===== src/design/tpcb_pkg.sv =====
// Shared types and constants for the threshold promote cache buffer.
// Used by tpcb_cell and threshold_promote_cache_buffer; depends on nothing.
package tpcb_pkg;

  // Default sizes for the top-level parameters
  localparam int DEPTH_DEFAULT      = 16;
  localparam int KEY_BITS_DEFAULT   = 64;
  localparam int COUNT_BITS_DEFAULT = 16;

  // Fixed port widths
  localparam int KEY_PORT_W   = 64;
  localparam int POS_PORT_W   = 4;
  localparam int COUNT_PORT_W = 16;
  localparam int CFG_DATA_W   = 16;
  localparam int CFG_INDEX_W  = 1;
  localparam int THRESH_W     = 16;
  localparam int CAP_W        = 5;

  // Register indexes on the configuration port
  localparam logic [CFG_INDEX_W-1:0] REG_PROMOTE_THRESHOLD = 1'd0;
  localparam logic [CFG_INDEX_W-1:0] REG_CAPACITY_IN_USE   = 1'd1;

  // Register reset values
  localparam logic [THRESH_W-1:0] THRESHOLD_RESET = 16'd2;
  localparam logic [CAP_W-1:0]    CAPACITY_RESET  = 5'd16;

  // Input commands
  localparam logic CMD_REQUEST = 1'b0;
  localparam logic CMD_CLEAR   = 1'b1;

  // Per-cell control from the update stage
  typedef struct packed {
    logic shift;       // take key and count from the left neighbor
    logic load_count;  // take the updated hit count in place
  } cell_ctrl_t;

endpackage


===== src/design/tpcb_cell.sv =====
// One cache entry of the chain: key and hit counter, with its key compare.
// Depends on tpcb_pkg for the control struct.
module tpcb_cell #(
  parameter int KEY_BITS   = tpcb_pkg::KEY_BITS_DEFAULT,
  parameter int COUNT_BITS = tpcb_pkg::COUNT_BITS_DEFAULT
) (
  input  logic                    clk,
  input  tpcb_pkg::cell_ctrl_t    ctrl,
  input  logic                    valid,
  input  logic [KEY_BITS-1:0]     req_key,
  input  logic [KEY_BITS-1:0]     prev_key,
  input  logic [COUNT_BITS-1:0]   prev_count,
  input  logic [COUNT_BITS-1:0]   upd_count,
  output logic [KEY_BITS-1:0]     key,
  output logic [COUNT_BITS-1:0]   count,
  output logic                    match
);

  // Compare the held key against the request
  assign match = valid && (key == req_key);

  // Shift from the neighbor, or update the counter in place
  always_ff @(posedge clk) begin
    if (ctrl.shift) begin
      key   <= prev_key;
      count <= prev_count;
    end else if (ctrl.load_count) begin
      count <= upd_count;
    end
  end

endmodule


===== src/design/threshold_promote_cache_buffer.sv =====
// Move-to-front cache of page keys with a hit-count promotion threshold.
// Top level: a chain of tpcb_cell entries, control, config and result registers.
// Depends on tpcb_pkg and tpcb_cell.
//
// Each request or clear passes through a compare state, in which every cell
// compares its key against the request in parallel, and an update state, in
// which the chain shifts one place (or a counter updates) and the result is
// loaded into the output register. The next item is accepted in the update
// state, so the block takes a new item as it finishes the last one while
// out_ready stays high; a result that is not taken holds the update state.
// Configuration writes take effect at once and belong between items.
module threshold_promote_cache_buffer #(
  parameter int DEPTH      = tpcb_pkg::DEPTH_DEFAULT,
  parameter int KEY_BITS   = tpcb_pkg::KEY_BITS_DEFAULT,
  parameter int COUNT_BITS = tpcb_pkg::COUNT_BITS_DEFAULT
) (
  input  logic                                clk,
  input  logic                                rst,
  // configuration
  input  logic                                cfg_write,
  input  logic [tpcb_pkg::CFG_INDEX_W-1:0]    cfg_index,
  input  logic [tpcb_pkg::CFG_DATA_W-1:0]     cfg_data,
  // request channel
  input  logic                                in_valid,
  output logic                                in_ready,
  input  logic                                cmd,
  input  logic [tpcb_pkg::KEY_PORT_W-1:0]     page_key,
  // result channel
  output logic                                out_valid,
  input  logic                                out_ready,
  output logic                                hit,
  output logic [tpcb_pkg::POS_PORT_W-1:0]     hit_position,
  output logic [tpcb_pkg::COUNT_PORT_W-1:0]   new_count,
  output logic                                promoted,
  output logic                                evicted,
  output logic [tpcb_pkg::KEY_PORT_W-1:0]     evicted_key
);

  localparam int IW  = (DEPTH > 1) ? $clog2(DEPTH) : 1;
  localparam int OW  = $clog2(DEPTH + 1);
  localparam int CXW = 9;

  localparam logic [1:0] ST_IDLE = 2'd0;
  localparam logic [1:0] ST_CMP  = 2'd1;
  localparam logic [1:0] ST_UPD  = 2'd2;

  logic [1:0] state;
  logic [1:0] state_next;

  // configuration registers
  logic [tpcb_pkg::THRESH_W-1:0] promote_threshold;
  logic [tpcb_pkg::CAP_W-1:0]    capacity_in_use;

  // request registers
  logic                cmd_q;
  logic [KEY_BITS-1:0] key_q;

  // compare-stage registers
  logic [DEPTH-1:0]      match_q;
  logic                  hit_q;
  logic [IW-1:0]         pos_q;
  logic [COUNT_BITS-1:0] mcount_q;
  logic [KEY_BITS-1:0]   last_key_q;

  logic [OW-1:0] occupancy;

  // chain wiring
  logic [KEY_BITS-1:0]   cell_key   [DEPTH];
  logic [COUNT_BITS-1:0] cell_count [DEPTH];
  logic [DEPTH-1:0]      cell_match;
  logic [DEPTH-1:0]      cell_valid;
  logic [DEPTH-1:0]      cell_last;
  tpcb_pkg::cell_ctrl_t  cell_ctrl  [DEPTH];

  logic                  in_xfer;
  logic                  out_free;
  logic                  commit;
  logic [COUNT_BITS-1:0] cnt_inc;
  logic [COUNT_BITS-1:0] ins_count;
  logic                  do_promote;
  logic                  do_evict;
  logic [CXW-1:0]        cap_x;
  logic [OW-1:0]         cap_eff;
  logic [IW-1:0]         pos_c;
  logic [COUNT_BITS-1:0] mcount_c;
  logic [KEY_BITS-1:0]   last_key_c;

  assign out_free = !out_valid || out_ready;
  assign commit   = (state == ST_UPD) && out_free;
  assign in_ready = (state == ST_IDLE) || commit;
  assign in_xfer  = in_valid && in_ready;

  // sequence: accept, compare, update
  always_comb begin
    state_next = state;
    unique case (state)
      ST_IDLE: if (in_xfer) state_next = ST_CMP;
      ST_CMP:  state_next = ST_UPD;
      ST_UPD:  if (commit) state_next = in_xfer ? ST_CMP : ST_IDLE;
      default: state_next = ST_IDLE;
    endcase
  end

  always_ff @(posedge clk) begin
    if (rst) begin
      state <= ST_IDLE;
    end else begin
      state <= state_next;
    end
  end

  // configuration writes
  always_ff @(posedge clk) begin
    if (rst) begin
      promote_threshold <= tpcb_pkg::THRESHOLD_RESET;
      capacity_in_use   <= tpcb_pkg::CAPACITY_RESET;
    end else if (cfg_write) begin
      unique case (cfg_index)
        tpcb_pkg::REG_PROMOTE_THRESHOLD: promote_threshold <= cfg_data;
        tpcb_pkg::REG_CAPACITY_IN_USE:   capacity_in_use <= cfg_data[tpcb_pkg::CAP_W-1:0];
        default: ;
      endcase
    end
  end

  // hold the accepted request
  always_ff @(posedge clk) begin
    if (in_xfer) begin
      cmd_q <= cmd;
      key_q <= page_key[KEY_BITS-1:0];
    end
  end

  // per-cell occupancy and last-entry flags
  for (genvar i = 0; i < DEPTH; i++) begin : g_flags
    assign cell_valid[i] = OW'(i) < occupancy;
    assign cell_last[i]  = OW'(i + 1) == occupancy;
  end

  // fold the one-hot match into position, count and the last key
  always_comb begin
    pos_c      = '0;
    mcount_c   = '0;
    last_key_c = '0;
    for (int i = 0; i < DEPTH; i++) begin
      if (cell_match[i]) begin
        pos_c    = pos_c | IW'(i);
        mcount_c = mcount_c | cell_count[i];
      end
      if (cell_last[i]) begin
        last_key_c = last_key_c | cell_key[i];
      end
    end
  end

  // register compare results
  always_ff @(posedge clk) begin
    if (state == ST_CMP) begin
      match_q    <= cell_match;
      hit_q      <= |cell_match;
      pos_q      <= pos_c;
      mcount_q   <= mcount_c;
      last_key_q <= last_key_c;
    end
  end

  // update decisions
  assign cnt_inc    = (mcount_q == {COUNT_BITS{1'b1}}) ? mcount_q : mcount_q + 1'b1;
  assign do_promote = hit_q && (32'(cnt_inc) > 32'(promote_threshold)) && (pos_q != '0);
  assign ins_count  = hit_q ? cnt_inc : COUNT_BITS'(1);
  assign cap_x      = CXW'(capacity_in_use);
  assign cap_eff    = (cap_x == '0) ? OW'(1) :
                      (cap_x > CXW'(DEPTH)) ? OW'(DEPTH) : OW'(cap_x);
  assign do_evict   = !hit_q && (occupancy >= cap_eff);

  // drive the chain controls
  for (genvar i = 0; i < DEPTH; i++) begin : g_ctrl
    assign cell_ctrl[i].shift = commit && (cmd_q == tpcb_pkg::CMD_REQUEST) &&
                                (!hit_q || (do_promote && (IW'(i) <= pos_q)));
    assign cell_ctrl[i].load_count = commit && (cmd_q == tpcb_pkg::CMD_REQUEST) &&
                                     hit_q && !do_promote && match_q[i];
  end

  // chain of entries, front at index 0
  for (genvar i = 0; i < DEPTH; i++) begin : g_cell
    if (i == 0) begin : g_front
      tpcb_cell #(.KEY_BITS(KEY_BITS), .COUNT_BITS(COUNT_BITS)) u_cell (
        .clk        (clk),
        .ctrl       (cell_ctrl[i]),
        .valid      (cell_valid[i]),
        .req_key    (key_q),
        .prev_key   (key_q),
        .prev_count (ins_count),
        .upd_count  (cnt_inc),
        .key        (cell_key[i]),
        .count      (cell_count[i]),
        .match      (cell_match[i])
      );
    end else begin : g_rest
      tpcb_cell #(.KEY_BITS(KEY_BITS), .COUNT_BITS(COUNT_BITS)) u_cell (
        .clk        (clk),
        .ctrl       (cell_ctrl[i]),
        .valid      (cell_valid[i]),
        .req_key    (key_q),
        .prev_key   (cell_key[i-1]),
        .prev_count (cell_count[i-1]),
        .upd_count  (cnt_inc),
        .key        (cell_key[i]),
        .count      (cell_count[i]),
        .match      (cell_match[i])
      );
    end
  end

  // occupancy: clear, insert, or trim to capacity on a full miss
  always_ff @(posedge clk) begin
    if (rst) begin
      occupancy <= '0;
    end else if (commit) begin
      if (cmd_q == tpcb_pkg::CMD_CLEAR) begin
        occupancy <= '0;
      end else if (!hit_q) begin
        occupancy <= do_evict ? cap_eff : occupancy + 1'b1;
      end
    end
  end

  // result register
  always_ff @(posedge clk) begin
    if (rst) begin
      out_valid <= 1'b0;
    end else if (commit) begin
      out_valid <= 1'b1;
    end else if (out_ready) begin
      out_valid <= 1'b0;
    end
  end

  always_ff @(posedge clk) begin
    if (commit) begin
      if (cmd_q == tpcb_pkg::CMD_CLEAR) begin
        hit          <= 1'b0;
        hit_position <= '0;
        new_count    <= '0;
        promoted     <= 1'b0;
        evicted      <= 1'b0;
        evicted_key  <= '0;
      end else begin
        hit          <= hit_q;
        hit_position <= hit_q ? tpcb_pkg::POS_PORT_W'(pos_q) : '0;
        new_count    <= tpcb_pkg::COUNT_PORT_W'(ins_count);
        promoted     <= do_promote;
        evicted      <= do_evict;
        evicted_key  <= do_evict ? tpcb_pkg::KEY_PORT_W'(last_key_q) : '0;
      end
    end
  end

  // checks
  a_occ_bound: assert property (@(posedge clk) disable iff (rst)
    occupancy <= OW'(DEPTH))
    else $error("occupancy beyond depth");

  a_unique_match: assert property (@(posedge clk) disable iff (rst)
    (state == ST_UPD) |-> $onehot0(match_q))
    else $error("key held in more than one entry");

  a_clear_empties: assert property (@(posedge clk) disable iff (rst)
    (commit && (cmd_q == tpcb_pkg::CMD_CLEAR)) |=> (occupancy == '0))
    else $error("clear left entries");

  a_promote_on_hit: assert property (@(posedge clk) disable iff (rst)
    (out_valid && promoted) |-> (hit && !evicted && (hit_position != '0)))
    else $error("promotion without a hit behind the front");

  a_miss_grows: assert property (@(posedge clk) disable iff (rst)
    (commit && (cmd_q == tpcb_pkg::CMD_REQUEST) && !hit_q && !do_evict)
      |=> (occupancy == $past(occupancy) + 1'b1))
    else $error("miss did not add an entry");

endmodule

===== config.mk =====
export PLATFORM = sky130hd
export DESIGN_NAME = threshold_promote_cache_buffer
export DESIGN_NICKNAME = d
export VERILOG_FILES = /design/src/design/tpcb_pkg.sv /design/src/design/tpcb_cell.sv /design/src/design/threshold_promote_cache_buffer.sv
export SDC_FILE = /design/constraint.sdc
export NUM_CORES = 2
export LEC_CHECK = 0
export BUFFER_PORTS_ARGS = -buffer_cell sky130_fd_sc_hd__buf_4
export CAP_MARGIN = 20
export CORE_UTILIZATION = 46
export CTS_CLUSTER_DIAMETER = 50
export DETAILED_ROUTE_END_ITERATION = 6
export HOLD_SLACK_MARGIN = 0.05
export PLACE_DENSITY = 0.71
export SLEW_MARGIN = 5
export SYNTH_ARGS = -nofsm -noshare
export SYNTH_HDL_FRONTEND = slang
export SYNTH_HIERARCHICAL = 1
export SYNTH_SLANG_ARGS = --single-unit

===== constraint.sdc =====
create_clock -name clk -period 9.4 [get_ports clk]
set_input_delay 0.47 -clock clk [delete_from_list [all_inputs] [get_ports clk]]
set_output_delay 0.47 -clock clk [all_outputs]
set_load 0.02 [all_outputs]

==> run metrics <==
CTS Sinks 1562; outcome complete, but fails checks; share of cells above drive strength 1 17.68%; GRT Total Usage 31.02%; CTS tree done; failing checks design-rule violations; Flop pwr share 50.8%; clk root buf clkbuf_16; fraction of registers with async set/reset 0%; RSZ-0062 raised after global routing false; DR vias 48600; Clock power frac 44.9%; WL/cell 33.88 um; pre-CTS setup slack 3.358 ns; # DRC 77; final wirelength 248700 um; # IOs 176; first-pass GRT wire length 349000 um; ranking of synthesized cells by area edfxtp_1, xnor2_1, mux2_2, a22oi_1, xor2_1; number of global-route vias before repair 47760; Final Hold Viols 0; Detail Route Antenna Nets 0; Mapped Cells 4798; Rows 144; GRT overflow 0; Pre-antenna DRT Iters 7; FMAX 163.3 MHz; Synth cell types 64; Buffers on Ports 175; synth cell count leaders edfxtp_1, xnor2_1, mux2_2; max_cap viols 0; H-Tree Depth 4; Worst EP arrival 6.69 ns; Final Slew Violations 0; most area-hungry cell type in the Yosys netlist edfxtp_1; Synth Cell Area 0.07164 mm2; share of the synthesized area in the top cell type 64.26%; startpoint types flop; Clock Skew 0.07362 ns; Hold Path Class in2reg; RePlAce Congestion 1.012; Initial Utilization 46.39%; internal power 11.94 mW; initial antenna violation count 9; register area share after synthesis 65.07%; die area 0.1573 mm2; Final nets 5264; syn avg cell area 14.93 um2; Worst-Margin Slew 1.279 ns; Clk pin slew, worst setup/hold paths 0.06 ns; Worst Path Required 9.97 ns; crit path max fanout 42; final setup margin 3.278 ns; Switching Share 23.13%; YS warnings 6; Synth Net Count 4910; core area 0.1544 mm2; worst setup path class reg2reg; Tmin final 6.122 ns; TNS Setup 0 ns; post-cts sizing count 0; main flop type after synthesis edfxtp_1; combinational share of power 4.3%; largest net degree at the start of global routing 65; Vias/cell 6.620; Max clock buf depth 3; worst-skew pair later-pin latency 0.87 ns; Switching Power 3.592 mW; most instantiated library cell after synthesis edfxtp_1; Die X-Extent 396.6 um; Tcrit/Tclk final 65.13%; flops & latches, synth 1562; Die H 396.6 um; leakage dissipation 26.49 nW; Hold-fix buffers, CTS 102; Peak VDD IR 193.7 uV; Pwr Density 187.7 mW/mm2; postcts setup bufs 0; area grow syn2layout 15.51%; CTS buffer count 178; DR iter-0 viols 7746; crit end category flop; HPWL after DPL 159700 um; final setup fails 0; Post-synth EDFFs 1533; Rel. slew slack 13.96%
-- cells by family after synthesis --
| logic type | synth area share, % |
|---|---|
| and+or+nand+nor | 7.329 |
| DFF | 65.07 |
| xor gates and xnor gates | 11.68 |
| adders and majority gates | 0.4366 |
| muxes | 4.670 |
| buffers and inverters | 2.042 |
| AOI/OAI and AO/OA | 8.777 |
-- cell usage in the layout (no fill, tap or decap), drive strengths merged, types with 86 or more instances in the layout --
| cell | Yosys | layout |
|---|---|---|
| a221oi | 103 | 103 |
| a22o | 123 | 123 |
| a22oi | 269 | 269 |
| buf | 117 | 282 |
| clkbuf | 94 | 217 |
| dlygate4sd3 | 0 | 102 |
| edfxtp | 1533 | 1533 |
| inv | 126 | 146 |
| mux2 | 282 | 282 |
| nand2 | 86 | 86 |
| nand3 | 91 | 91 |
| nand4 | 232 | 232 |
| nor4 | 124 | 124 |
| xnor2 | 739 | 739 |
| xor2 | 216 | 216 |
-- sequential cells by signal (all words and copies together) (netlist names), 2 cells and up --
signal	cells
mcount_q	16
capacity_in_use	5
g_cell.g_rest.u_cell/count	240
pos_q	4
occupancy	5
g_cell.g_front.u_cell/count	16
match_q	16
g_cell.g_rest.u_cell/key	960
evicted_key	64
promote_threshold	16
g_cell.g_front.u_cell/key	64
key_q	64
hit_position	4
state	2
last_key_q	64
new_count	16
-- critical path: stages (launching register included) --
cell and delay, ns:
edfxtp_1 0.44, ha_1 0.27, and3_1 0.23, nand4_2 0.23, nor2_1 0.14, nor3_1 0.36, inv_1 0.38, ha_1 0.42
nand4_1 0.17, or3_1 0.41, a21oi_1 0.28, o31ai_4 0.08, buf_4 0.31, a21oi_4 0.20, buf_4 0.57, buf_4 0.90
mux2_2 0.42
-- worst paths after layout --
check                          start                                to  slack [ns]  cells past startpoint
setup / recovery         mcount_q[0]  g_cell[1].g_rest.u_cell/count[5]        3.28                     16
hold / removal              in_valid                          key_q[5]        0.32                      2
setup reg to reg         mcount_q[0]  g_cell[1].g_rest.u_cell/count[5]        3.28                     16
hold reg to reg   capacity_in_use[0]                capacity_in_use[0]        0.46                      2
-- power groups by stage --
stage	Sequential, mW	Combinational, mW	Clock (mW)
finish	7.89	0.670	6.97
global route	7.89	0.702	7.27
CTS	7.89	0.644	7.01
detailed placement	8.03	0.606	0
global placement	8.03	0.597	0
floorplan	8.00	0.364	0
-- stage by stage --
| stage | utilization, % | area [um2] | power [mW] | std cells | hold WS (ns) |
|---|---|---|---|---|---|
| after floorplan | - | 71640 | 8.362 | 4798 | 0.4363 |
| after global placement | 49.03 | 75710 | 8.631 | 6902 | 0.4482 |
| after detailed placement | 49.07 | 75770 | 8.639 | 6907 | 0.4528 |
| after CTS | 53.50 | 82610 | 15.55 | 7331 | 0.2930 |
| after global routing | 53.59 | 82740 | 15.87 | 7338 | 0.3195 |
| final | 53.59 | 82750 | 15.53 | 7341 | 0.3202 |
-- final cells by class --
cell class / count / area [um2]
flip-flops and latches: 1562 / 46620
inverters: 127 / 479.2
fillers: 12390 / 71660
clock buffers: 216 / 4618
diodes: 3 / 7.507
multi-input cells: 2898 / 24010
repair buffers: 385 / 3262
well taps: 2044 / 2557
clock inverters: 106 / 1197
-- layer usage --
layer / share of wire [%] / vias up / routed length, um / GRT usage (%)
met2: 44 / 4025 / 108500 / 46.27
met1: 36 / 24060 / 89630 / 40.92
met4: 5.3 / 12 / 13210 / 14.07
li1: - / 19690 / - / -
met3: 15 / 809 / 37270 / 10.42
met5: 0.047 / - / 118 / 0
Note: power is estimated with default switching activity, not from simulation.
